--- src/rtl/core/jtsm_pkg.sv ---
// Shared types and codes for the JTAG TAP shift master.
// No dependencies; imported by every module of the block.
package jtsm_pkg;

    // Operation codes on the request port
    typedef enum logic [2:0] {
        OP_RESET = 3'd0,
        OP_SETIR = 3'd1,
        OP_DETIR = 3'd2,
        OP_DATA  = 3'd3,
        OP_TICK  = 3'd4
    } jtsm_op_t;

    // Command kinds held by the sequencer
    typedef enum logic [1:0] {
        KIND_RESET = 2'd0,
        KIND_SETIR = 2'd1,
        KIND_DETIR = 2'd2,
        KIND_DATA  = 2'd3
    } jtsm_kind_t;

    // Sequencer phases, one-hot
    typedef enum logic [4:0] {
        PH_IDLE  = 5'b00001,
        PH_RESET = 5'b00010,
        PH_MOVE  = 5'b00100,
        PH_SHIFT = 5'b01000,
        PH_EXIT  = 5'b10000
    } jtsm_phase_t;

    localparam int WORD_W      = 32;
    localparam int IR_LEN_W    = 6;
    localparam int QUEUE_DEPTH = 2;

    localparam logic [IR_LEN_W-1:0] IR_LEN_RESET = IR_LEN_W'(5);
    localparam logic [IR_LEN_W-1:0] IR_LEN_MAX   = IR_LEN_W'(32);
    localparam logic [WORD_W-1:0]   LAST_IR_RESET = 32'hFFFF_FFFF;

    // Classified request passed from front end to sequencer
    typedef struct packed {
        logic              is_tick;
        jtsm_kind_t        kind;
        logic [WORD_W-1:0] word;
        logic              tdo;
    } jtsm_item_t;

    // One TCK pulse result
    typedef struct packed {
        logic              tms;
        logic              tdi;
        logic              done;
        logic [WORD_W-1:0] cap;
    } jtsm_result_t;

endpackage

--- src/rtl/core/jtsm_front.sv ---
// Front end: decodes the operation code of each request and drops unused codes.
// Depends on jtsm_pkg.
module jtsm_front
    import jtsm_pkg::*;
(
    input  logic [2:0]        operation,
    input  logic [WORD_W-1:0] shift_word,
    input  logic              tdo_sample,
    output logic              keep,
    output jtsm_item_t        item
);

    // Classify the operation into a tick or a command kind
    always_comb
    begin
        item.word    = shift_word;
        item.tdo     = tdo_sample;
        item.is_tick = 1'b0;
        item.kind    = KIND_RESET;
        keep         = 1'b1;
        unique case (operation)
            OP_RESET: item.kind = KIND_RESET;
            OP_SETIR: item.kind = KIND_SETIR;
            OP_DETIR: item.kind = KIND_DETIR;
            OP_DATA:  item.kind = KIND_DATA;
            OP_TICK:  item.is_tick = 1'b1;
            default:  keep = 1'b0;
        endcase
    end

endmodule

--- src/rtl/core/jtsm_queue.sv ---
// Short request queue between the front end and the sequencer.
// Depends on jtsm_pkg.
module jtsm_queue
    import jtsm_pkg::*;
(
    input  logic       clk,
    input  logic       rst_n,
    input  logic       wr_en,
    input  jtsm_item_t wr_item,
    output logic       full,
    input  logic       rd_en,
    output logic       rd_valid,
    output jtsm_item_t rd_item
);

    localparam int PTR_W = $clog2(QUEUE_DEPTH);
    localparam int CNT_W = $clog2(QUEUE_DEPTH + 1);

    jtsm_item_t       slot_reg [QUEUE_DEPTH];
    logic [PTR_W-1:0] wr_ptr_reg, wr_ptr_next;
    logic [PTR_W-1:0] rd_ptr_reg, rd_ptr_next;
    logic [CNT_W-1:0] count_reg, count_next;
    logic             do_wr, do_rd;

    assign full     = (count_reg == CNT_W'(QUEUE_DEPTH));
    assign rd_valid = (count_reg != '0);
    assign rd_item  = slot_reg[rd_ptr_reg];
    assign do_wr    = wr_en && !full;
    assign do_rd    = rd_en && rd_valid;

    // Advance pointers and occupancy
    always_comb
    begin
        wr_ptr_next = wr_ptr_reg;
        rd_ptr_next = rd_ptr_reg;
        count_next  = count_reg;
        if (do_wr)
        begin
            wr_ptr_next = (wr_ptr_reg == PTR_W'(QUEUE_DEPTH - 1)) ? '0 : wr_ptr_reg + 1'b1;
        end
        if (do_rd)
        begin
            rd_ptr_next = (rd_ptr_reg == PTR_W'(QUEUE_DEPTH - 1)) ? '0 : rd_ptr_reg + 1'b1;
        end
        if (do_wr && !do_rd)
        begin
            count_next = count_reg + 1'b1;
        end
        else if (do_rd && !do_wr)
        begin
            count_next = count_reg - 1'b1;
        end
    end

    always_ff @(posedge clk or negedge rst_n)
    begin
        if (!rst_n)
        begin
            wr_ptr_reg <= '0;
            rd_ptr_reg <= '0;
            count_reg  <= '0;
        end
        else
        begin
            wr_ptr_reg <= wr_ptr_next;
            rd_ptr_reg <= rd_ptr_next;
            count_reg  <= count_next;
        end
    end

    // Store the incoming request
    always_ff @(posedge clk)
    begin
        if (do_wr)
        begin
            slot_reg[wr_ptr_reg] <= wr_item;
        end
    end

endmodule

--- src/rtl/core/jtsm_back.sv ---
// Back end: TAP sequencer that turns queued requests into TCK pulses,
// plus the result register. Depends on jtsm_pkg.
module jtsm_back
    import jtsm_pkg::*;
#(
    parameter int DATA_BITS = 32
)
(
    input  logic                clk,
    input  logic                rst_n,
    input  logic [IR_LEN_W-1:0] ir_length,
    input  logic                q_valid,
    input  jtsm_item_t          q_item,
    output logic                q_pop,
    input  logic                pop,
    output logic                empty,
    output jtsm_result_t        result
);

    localparam int SHIFT_W = (DATA_BITS > WORD_W) ? DATA_BITS : WORD_W;
    localparam int CNT_W   = $clog2(SHIFT_W + 1);

    jtsm_phase_t         phase_reg, phase_next;
    jtsm_kind_t          kind_reg, kind_next;
    logic                tap_idle_reg, tap_idle_next;
    logic [WORD_W-1:0]   last_ir_reg, last_ir_next;
    logic [SHIFT_W-1:0]  shift_reg, shift_next;
    logic [WORD_W-1:0]   cap_reg, cap_next;
    logic [CNT_W-1:0]    cnt_reg, cnt_next;
    logic                out_valid_reg, out_valid_next;
    jtsm_result_t        out_res_reg, out_res_next;

    logic                advance;
    logic                pulse;
    jtsm_result_t        res;
    logic                is_data;
    logic [IR_LEN_W-1:0] ir_bits;
    logic [CNT_W-1:0]    shift_len;
    logic [CNT_W-1:0]    cnt_inc;

    // Take a request whenever the result slot is free or being drained
    assign advance = q_valid && (!out_valid_reg || pop);
    assign q_pop   = advance;
    assign empty   = !out_valid_reg;
    assign result  = out_res_reg;

    // Clamp the instruction length to 1..32
    always_comb
    begin
        if (ir_length == '0)
        begin
            ir_bits = IR_LEN_W'(1);
        end
        else if (ir_length > IR_LEN_MAX)
        begin
            ir_bits = IR_LEN_MAX;
        end
        else
        begin
            ir_bits = ir_length;
        end
    end

    assign is_data   = (kind_reg == KIND_DATA);
    assign shift_len = is_data ? CNT_W'(DATA_BITS) : CNT_W'(ir_bits);
    assign cnt_inc   = cnt_reg + 1'b1;

    // Sequencer: start commands when idle, produce one pulse per tick of a running command
    always_comb
    begin
        phase_next    = phase_reg;
        kind_next     = kind_reg;
        tap_idle_next = tap_idle_reg;
        last_ir_next  = last_ir_reg;
        shift_next    = shift_reg;
        cap_next      = cap_reg;
        cnt_next      = cnt_reg;
        pulse         = 1'b0;
        res           = '0;

        if (advance && !q_item.is_tick && phase_reg == PH_IDLE)
        begin
            cnt_next   = '0;
            cap_next   = '0;
            shift_next = SHIFT_W'(q_item.word);
            unique case (q_item.kind)
                KIND_RESET:
                begin
                    kind_next  = KIND_RESET;
                    shift_next = '0;
                    phase_next = PH_RESET;
                end
                KIND_SETIR:
                begin
                    if (q_item.word != last_ir_reg)
                    begin
                        last_ir_next = q_item.word;
                        kind_next    = KIND_SETIR;
                        phase_next   = PH_MOVE;
                    end
                end
                KIND_DETIR:
                begin
                    kind_next  = KIND_DETIR;
                    phase_next = tap_idle_reg ? PH_MOVE : PH_RESET;
                end
                default:
                begin
                    kind_next  = KIND_DATA;
                    phase_next = PH_MOVE;
                end
            endcase
        end
        else if (advance && q_item.is_tick)
        begin
            unique case (phase_reg)
                PH_RESET:
                begin
                    // TMS 1,1,1,1,1,0
                    pulse    = 1'b1;
                    res.tms  = (cnt_reg < CNT_W'(5));
                    cnt_next = cnt_inc;
                    if (cnt_reg == CNT_W'(5))
                    begin
                        tap_idle_next = 1'b1;
                        cnt_next      = '0;
                        if (kind_reg == KIND_RESET)
                        begin
                            res.done   = 1'b1;
                            phase_next = PH_IDLE;
                        end
                        else
                        begin
                            phase_next = PH_MOVE;
                        end
                    end
                end
                PH_MOVE:
                begin
                    // TMS 1,0,0 to Shift-DR or 1,1,0,0 to Shift-IR
                    pulse    = 1'b1;
                    res.tms  = is_data ? (cnt_reg == '0) : (cnt_reg < CNT_W'(2));
                    cnt_next = cnt_inc;
                    if (cnt_reg == (is_data ? CNT_W'(2) : CNT_W'(3)))
                    begin
                        phase_next = PH_SHIFT;
                        cnt_next   = '0;
                    end
                end
                PH_SHIFT:
                begin
                    // Shift LSB first, capture TDO, raise TMS on the last bit
                    pulse      = 1'b1;
                    res.tdi    = shift_reg[0];
                    shift_next = shift_reg >> 1;
                    if (q_item.tdo && cnt_reg < CNT_W'(WORD_W))
                    begin
                        cap_next = cap_reg | (WORD_W'(1) << cnt_reg[4:0]);
                    end
                    res.tms  = (cnt_inc >= shift_len);
                    cnt_next = cnt_inc;
                    if (cnt_inc >= shift_len)
                    begin
                        phase_next = PH_EXIT;
                        cnt_next   = '0;
                    end
                end
                PH_EXIT:
                begin
                    // TMS 1,0 back to Run-Test/Idle
                    pulse    = 1'b1;
                    res.tms  = (cnt_reg == '0);
                    cnt_next = cnt_inc;
                    if (cnt_reg != '0)
                    begin
                        res.done   = 1'b1;
                        res.cap    = cap_reg;
                        phase_next = PH_IDLE;
                        cnt_next   = '0;
                    end
                end
                default:
                begin
                    // Tick while idle: drop
                    cnt_next = '0;
                end
            endcase
        end
    end

    // Load or drain the result slot
    always_comb
    begin
        out_valid_next = out_valid_reg;
        out_res_next   = out_res_reg;
        if (advance && pulse)
        begin
            out_valid_next = 1'b1;
            out_res_next   = res;
        end
        else if (pop && out_valid_reg)
        begin
            out_valid_next = 1'b0;
        end
    end

    always_ff @(posedge clk or negedge rst_n)
    begin
        if (!rst_n)
        begin
            phase_reg     <= PH_IDLE;
            kind_reg      <= KIND_RESET;
            tap_idle_reg  <= 1'b0;
            last_ir_reg   <= LAST_IR_RESET;
            cnt_reg       <= '0;
            out_valid_reg <= 1'b0;
        end
        else
        begin
            phase_reg     <= phase_next;
            kind_reg      <= kind_next;
            tap_idle_reg  <= tap_idle_next;
            last_ir_reg   <= last_ir_next;
            cnt_reg       <= cnt_next;
            out_valid_reg <= out_valid_next;
        end
    end

    // Hold shift data, capture word and result payload
    always_ff @(posedge clk)
    begin
        shift_reg   <= shift_next;
        cap_reg     <= cap_next;
        out_res_reg <= out_res_next;
    end

endmodule

--- src/rtl/core/jtag_tap_shift_master.sv ---
// Top level of the JTAG TAP shift master: front end, request queue, sequencer.
// Depends on jtsm_pkg, jtsm_front, jtsm_queue, jtsm_back.
//
//   channel    | handshake              | payload
//   -----------+------------------------+--------------------------------------------
//   request    | push / full            | operation, shift_word, tdo_sample
//   result     | empty / pop            | tms_level, tdi_level, sequence_done,
//              |                        | captured_word
//   config     | cfg_write              | cfg_data (ir_length)
//
// One request per clock is taken while the queue is not full; the sequencer
// retires one request per clock while the result slot is free or being drained.
// A tick that makes a pulse goes into the queue, then into the result register.
// A stalled result holds the sequencer; the two-entry queue keeps accepting
// until it fills. Reset clears the queue, the result slot and the TAP state
// (TAP state unknown, last instruction all ones, ir_length 5).
module jtag_tap_shift_master
    import jtsm_pkg::*;
#(
    parameter int DATA_BITS = 32
)
(
    input  logic                clk,
    input  logic                rst_n,
    input  logic                push,
    output logic                full,
    input  logic [2:0]          operation,
    input  logic [WORD_W-1:0]   shift_word,
    input  logic                tdo_sample,
    output logic                empty,
    input  logic                pop,
    output logic                tms_level,
    output logic                tdi_level,
    output logic                sequence_done,
    output logic [WORD_W-1:0]   captured_word,
    input  logic                cfg_write,
    input  logic [IR_LEN_W-1:0] cfg_data
);

    logic [IR_LEN_W-1:0] ir_length_reg;
    logic                keep;
    jtsm_item_t          fe_item;
    logic                q_valid;
    logic                q_pop;
    jtsm_item_t          q_item;
    jtsm_result_t        result;

    // Configuration register
    always_ff @(posedge clk or negedge rst_n)
    begin
        if (!rst_n)
        begin
            ir_length_reg <= IR_LEN_RESET;
        end
        else if (cfg_write)
        begin
            ir_length_reg <= cfg_data;
        end
    end

    jtsm_front u_front (
        .operation  (operation),
        .shift_word (shift_word),
        .tdo_sample (tdo_sample),
        .keep       (keep),
        .item       (fe_item)
    );

    jtsm_queue u_queue (
        .clk      (clk),
        .rst_n    (rst_n),
        .wr_en    (push && keep),
        .wr_item  (fe_item),
        .full     (full),
        .rd_en    (q_pop),
        .rd_valid (q_valid),
        .rd_item  (q_item)
    );

    jtsm_back #(
        .DATA_BITS (DATA_BITS)
    ) u_back (
        .clk       (clk),
        .rst_n     (rst_n),
        .ir_length (ir_length_reg),
        .q_valid   (q_valid),
        .q_item    (q_item),
        .q_pop     (q_pop),
        .pop       (pop),
        .empty     (empty),
        .result    (result)
    );

    assign tms_level     = result.tms;
    assign tdi_level     = result.tdi;
    assign sequence_done = result.done;
    assign captured_word = result.cap;

endmodule

--- config.mk ---
export PLATFORM = sky130hd
export DESIGN_NAME = jtag_tap_shift_master
export DESIGN_NICKNAME = d
export VERILOG_FILES = /design/src/rtl/core/jtsm_pkg.sv /design/src/rtl/core/jtsm_front.sv /design/src/rtl/core/jtsm_queue.sv /design/src/rtl/core/jtsm_back.sv /design/src/rtl/core/jtag_tap_shift_master.sv
export SDC_FILE = /design/constraint.sdc
export NUM_CORES = 1
export LEC_CHECK = 0
export ABC_CLOCK_PERIOD_IN_PS = 4900
export BUFFER_PORTS_ARGS = -buffer_cell sky130_fd_sc_hd__buf_4
export CELL_PAD_IN_SITES_DETAIL_PLACEMENT = 0
export CELL_PAD_IN_SITES_GLOBAL_PLACEMENT = 1
export CORE_ASPECT_RATIO = 1.75
export CORE_MARGIN = 4
export CORE_UTILIZATION = 49
export CTS_CLUSTER_DIAMETER = 120
export DETAILED_ROUTE_END_ITERATION = 7
export GPL_TIMING_DRIVEN = 0
export PLACE_DENSITY_LB_ADDON = 0.1
export SLEW_MARGIN = 20
export SYNTH_ARGS = -nofsm -noshare
export SYNTH_HDL_FRONTEND = slang
export SYNTH_SLANG_ARGS = --single-unit
--- constraint.sdc ---
create_clock -name clk -period 4.9 [get_ports clk]
set_clock_uncertainty 0.2 [all_clocks]
set_input_delay 0.98 -clock clk [delete_from_list [all_inputs] [get_ports clk]]
set_output_delay 0.98 -clock clk [all_outputs]
set_load 0.1 [all_outputs]
==> flow_summary.ini <==
[floorplan]
num_rows = 67
fp.dieH_um = 193
core_area_um2 = 19200
dieArea_um2 = 21900
io_pins = 84
die_w_um = 114
floorplan.initialDensity_pct = 49.8

[power]
switchingPower_mw = 1.24
power_frac_clock_pct = 36.2
swShare_pct = 26.0
ir_worst_vdd_uv = 327
seq_power_share_pct = 46.4
p_leak_nw = 4.44
p_per_area_nw_per_um2 = 419
combPwrFrac_pct = 17.3
p_int_mw = 3.52
finalPower_mw = 4.76

[timing]
hold_viol = 0
worst_slack_ps = 1330
max_freq_mhz = 280
fin_crit_sh_pct = 72.9
rsz0062_at_grt = no
drv_slew = 0
whs_ps = 263
worst_pin_slew_ps = 1010
setup_viol = 0
fin_crit_ps = 3570
finalSetupTns_ps = 0
max_slew_margin_pct = 31.5

[worst_setup_path]
end_kind = flop
cp_slowest_cell = o21ai_0
path_cells = clkbuf_1 -> and2_1 -> clkbuf_1 -> nand4_1 -> xnor2_1 -> ha_1 -> a21oi_1 -> o211ai_1 -> o21ai_0 -> nand2_1 -> o21ai_0
crit_arrival_ps = 3790
crit_buf_inv = 2
crit_type = flop to flop
cp-start-kind = flop
required_ps = 5110
cp_slowest_stage_delay_ps = 540
crit_family = compound AO/OA/AOI/OAI gates
cp_max_fo = 9

[placement]
dpl_worst_slack_ps = 1090
post-place-cells = 1043
gp_congestion = 0.882
io_buffers = 82
dp_hpwl_um = 14600
postPlaceCellArea_um2 = 10600

[routing]
routed_wl_um = 19400
drt_first_pass_iters = 4
vias_per_cell = 5.29
drtIter0Drc = 173
routedWlPerCell_um = 17.9
vias = 5723
route.detailed.drc = 0
ant_nets = 0

[clock_tree]
numCtsBuffers = 21
clkSinkCount = 228
htree_levels = 1
clock_latency_ps = 500
cts_setup_buffers = 0
clk_path_buf_depth = 3
cts_tree = yes
ctsHoldBuffers = 0
post_cts_resized = 0
clk_pin_slew_ps = 70
clockRootBuffer = clkbuf_16

[final_layout]
drive_gt1_share_pct = 23.8
n_antenna_cell = 0
layoutNonFillerInstCount = 1081
largest_register_ffs = 72
design_area_um2 = 11400
layout.cells.most_common_list = edfxtp_1, buf_4, nand2_1, mux2i_1, nor2_1
area_growth_pct = 18.6
final_nets = 886
fillers = 1566
fin_util_pct = 59.1
layout_commonest_cell = edfxtp_1

[run_status]
outcome = completed

[global_routing]
antenna_found_initial = 0
grt_usage_pct = 18.0
grt-ovfl-total = 0
grt_pass1_wl_um = 30800
grt_max_degree = 58
grt_pass1_vias = 6260

[synthesis]
yosys_warnings = 0
synth.distinct_cells = 58
synthArstFlopShare_pct = 25.0
synthesis.nets = 777
syn_avg_cell_area_um2 = 13.4
synth_seq_cells = 228
synth_area_um2 = 9570
synth_edf_count = 139
netlist_instances = 716
ys_seq_area_share_pct = 65.7
synth_ff_type = edfxtp_1

[run]
drv_cap = 0

[min_path]
hold_class = flop to flop
==> power groups by stage <==
stage	Clock (mW)	Combinational (mW)	Sequential (mW)
after floorplan	0	0.584	2.24
after detailed placement	0	0.845	2.25
final	1.72	0.824	2.21
after CTS	1.77	0.847	2.21
after global placement	0	0.800	2.25
after global routing	1.85	0.889	2.22
==> worst paths after layout <==
kind	endpoint	from	slack [ps]	cells after the start
min in group asynchronous	u_queue.rd_ptr_reg	rst_n	360	1
worst max-delay path	u_back.cnt_reg[0]	u_back.cnt_reg[2]	1330	11
worst max register to register	u_back.cnt_reg[0]	u_back.cnt_reg[2]	1330	11
max in group asynchronous	ir_length_reg[3]	rst_n	3600	1
worst min-delay path	u_back.cap_reg[14]	u_back.cap_reg[14]	260	2
worst min register to register	u_back.cap_reg[14]	u_back.cap_reg[14]	260	2
==> per-layer routing <==
layer  routed length [um]  vias to the layer above  GRT usage (%)
met2                11700                      133           37.8
met4                  676                        0           7.54
met1                 6330                     2784           16.7
li1                     -                     2759              -
met5                    0                        -              0
met3                  697                       47           2.01
==> kinds of logic (layout without fill, tap and decap cells) <==
| family | Yosys count | after routing | share of synthesized area [%] |
|---|---|---|---|
| flip-flops | 228 | 228 | 65.7 |
| AND/OR/NAND/NOR | 191 | 191 | 10.7 |
| AO/OA/AOI/OAI | 103 | 103 | 6.34 |
| multiplexers | 74 | 74 | 8.43 |
| buffers and inverters | 66 | 190 | 3.32 |
| XOR/XNOR | 40 | 40 | 3.66 |
| adder cells (fa/ha/maj) | 14 | 14 | 1.83 |
==> area by class of cell <==
cell class	instances	area (um2)	area share, %
sequential	228	6280	55.4
multi-input combinational	422	2990	26.4
timing repair buffer	86	718	6.33
clock buffer	24	547	4.82
tap	241	302	2.66
clock inverter	14	189	1.66
buffer	27	171	1.51
inverter	39	146	1.29
==> worst reg2reg max path, stage by stage (launching register included) <==
cell and delay (ps):
dfrtp_1 350, clkbuf_1 320, and2_1 180, clkbuf_1 390, nand4_1 180, xnor2_1 310, ha_1 320, a21oi_1 170
o211ai_1 220, o21ai_0 540, nand2_1 150, o21ai_0 170
==> synthesized netlist by cell type (all sizes together), types with 2 or more instances <==
master  number  share of area (%)
dfrtp       22                5.8
xor2         2               0.18
dfxtp       32                6.7
xnor2       38                3.5
a21boi       2               0.16
buf          9                1.1
mux2         8               0.98
nor2b        9               0.59
a21oi       32                1.7
nor3b        2               0.16
clkbuf      18               0.71
nand3b       3               0.24
nor4        15                1.3
nand3        5               0.26
and3         2               0.13
nand4        3               0.20
a32o         4               0.42
and3b        2               0.18
and2        41                2.7
nand2       53                2.1
o21ai       40                2.1
edfxtp     139                 44
ha          14                1.8
nor2        42                1.6
a31oi        6               0.39
o21a         2               0.16
dfstp       35                9.6
a21o         2               0.16
inv         39                1.5
nor3         3               0.21
nand2b       5               0.33
o211ai       4               0.31
mux2i       66                7.5
Note: power is estimated with default switching activity, not from simulation.
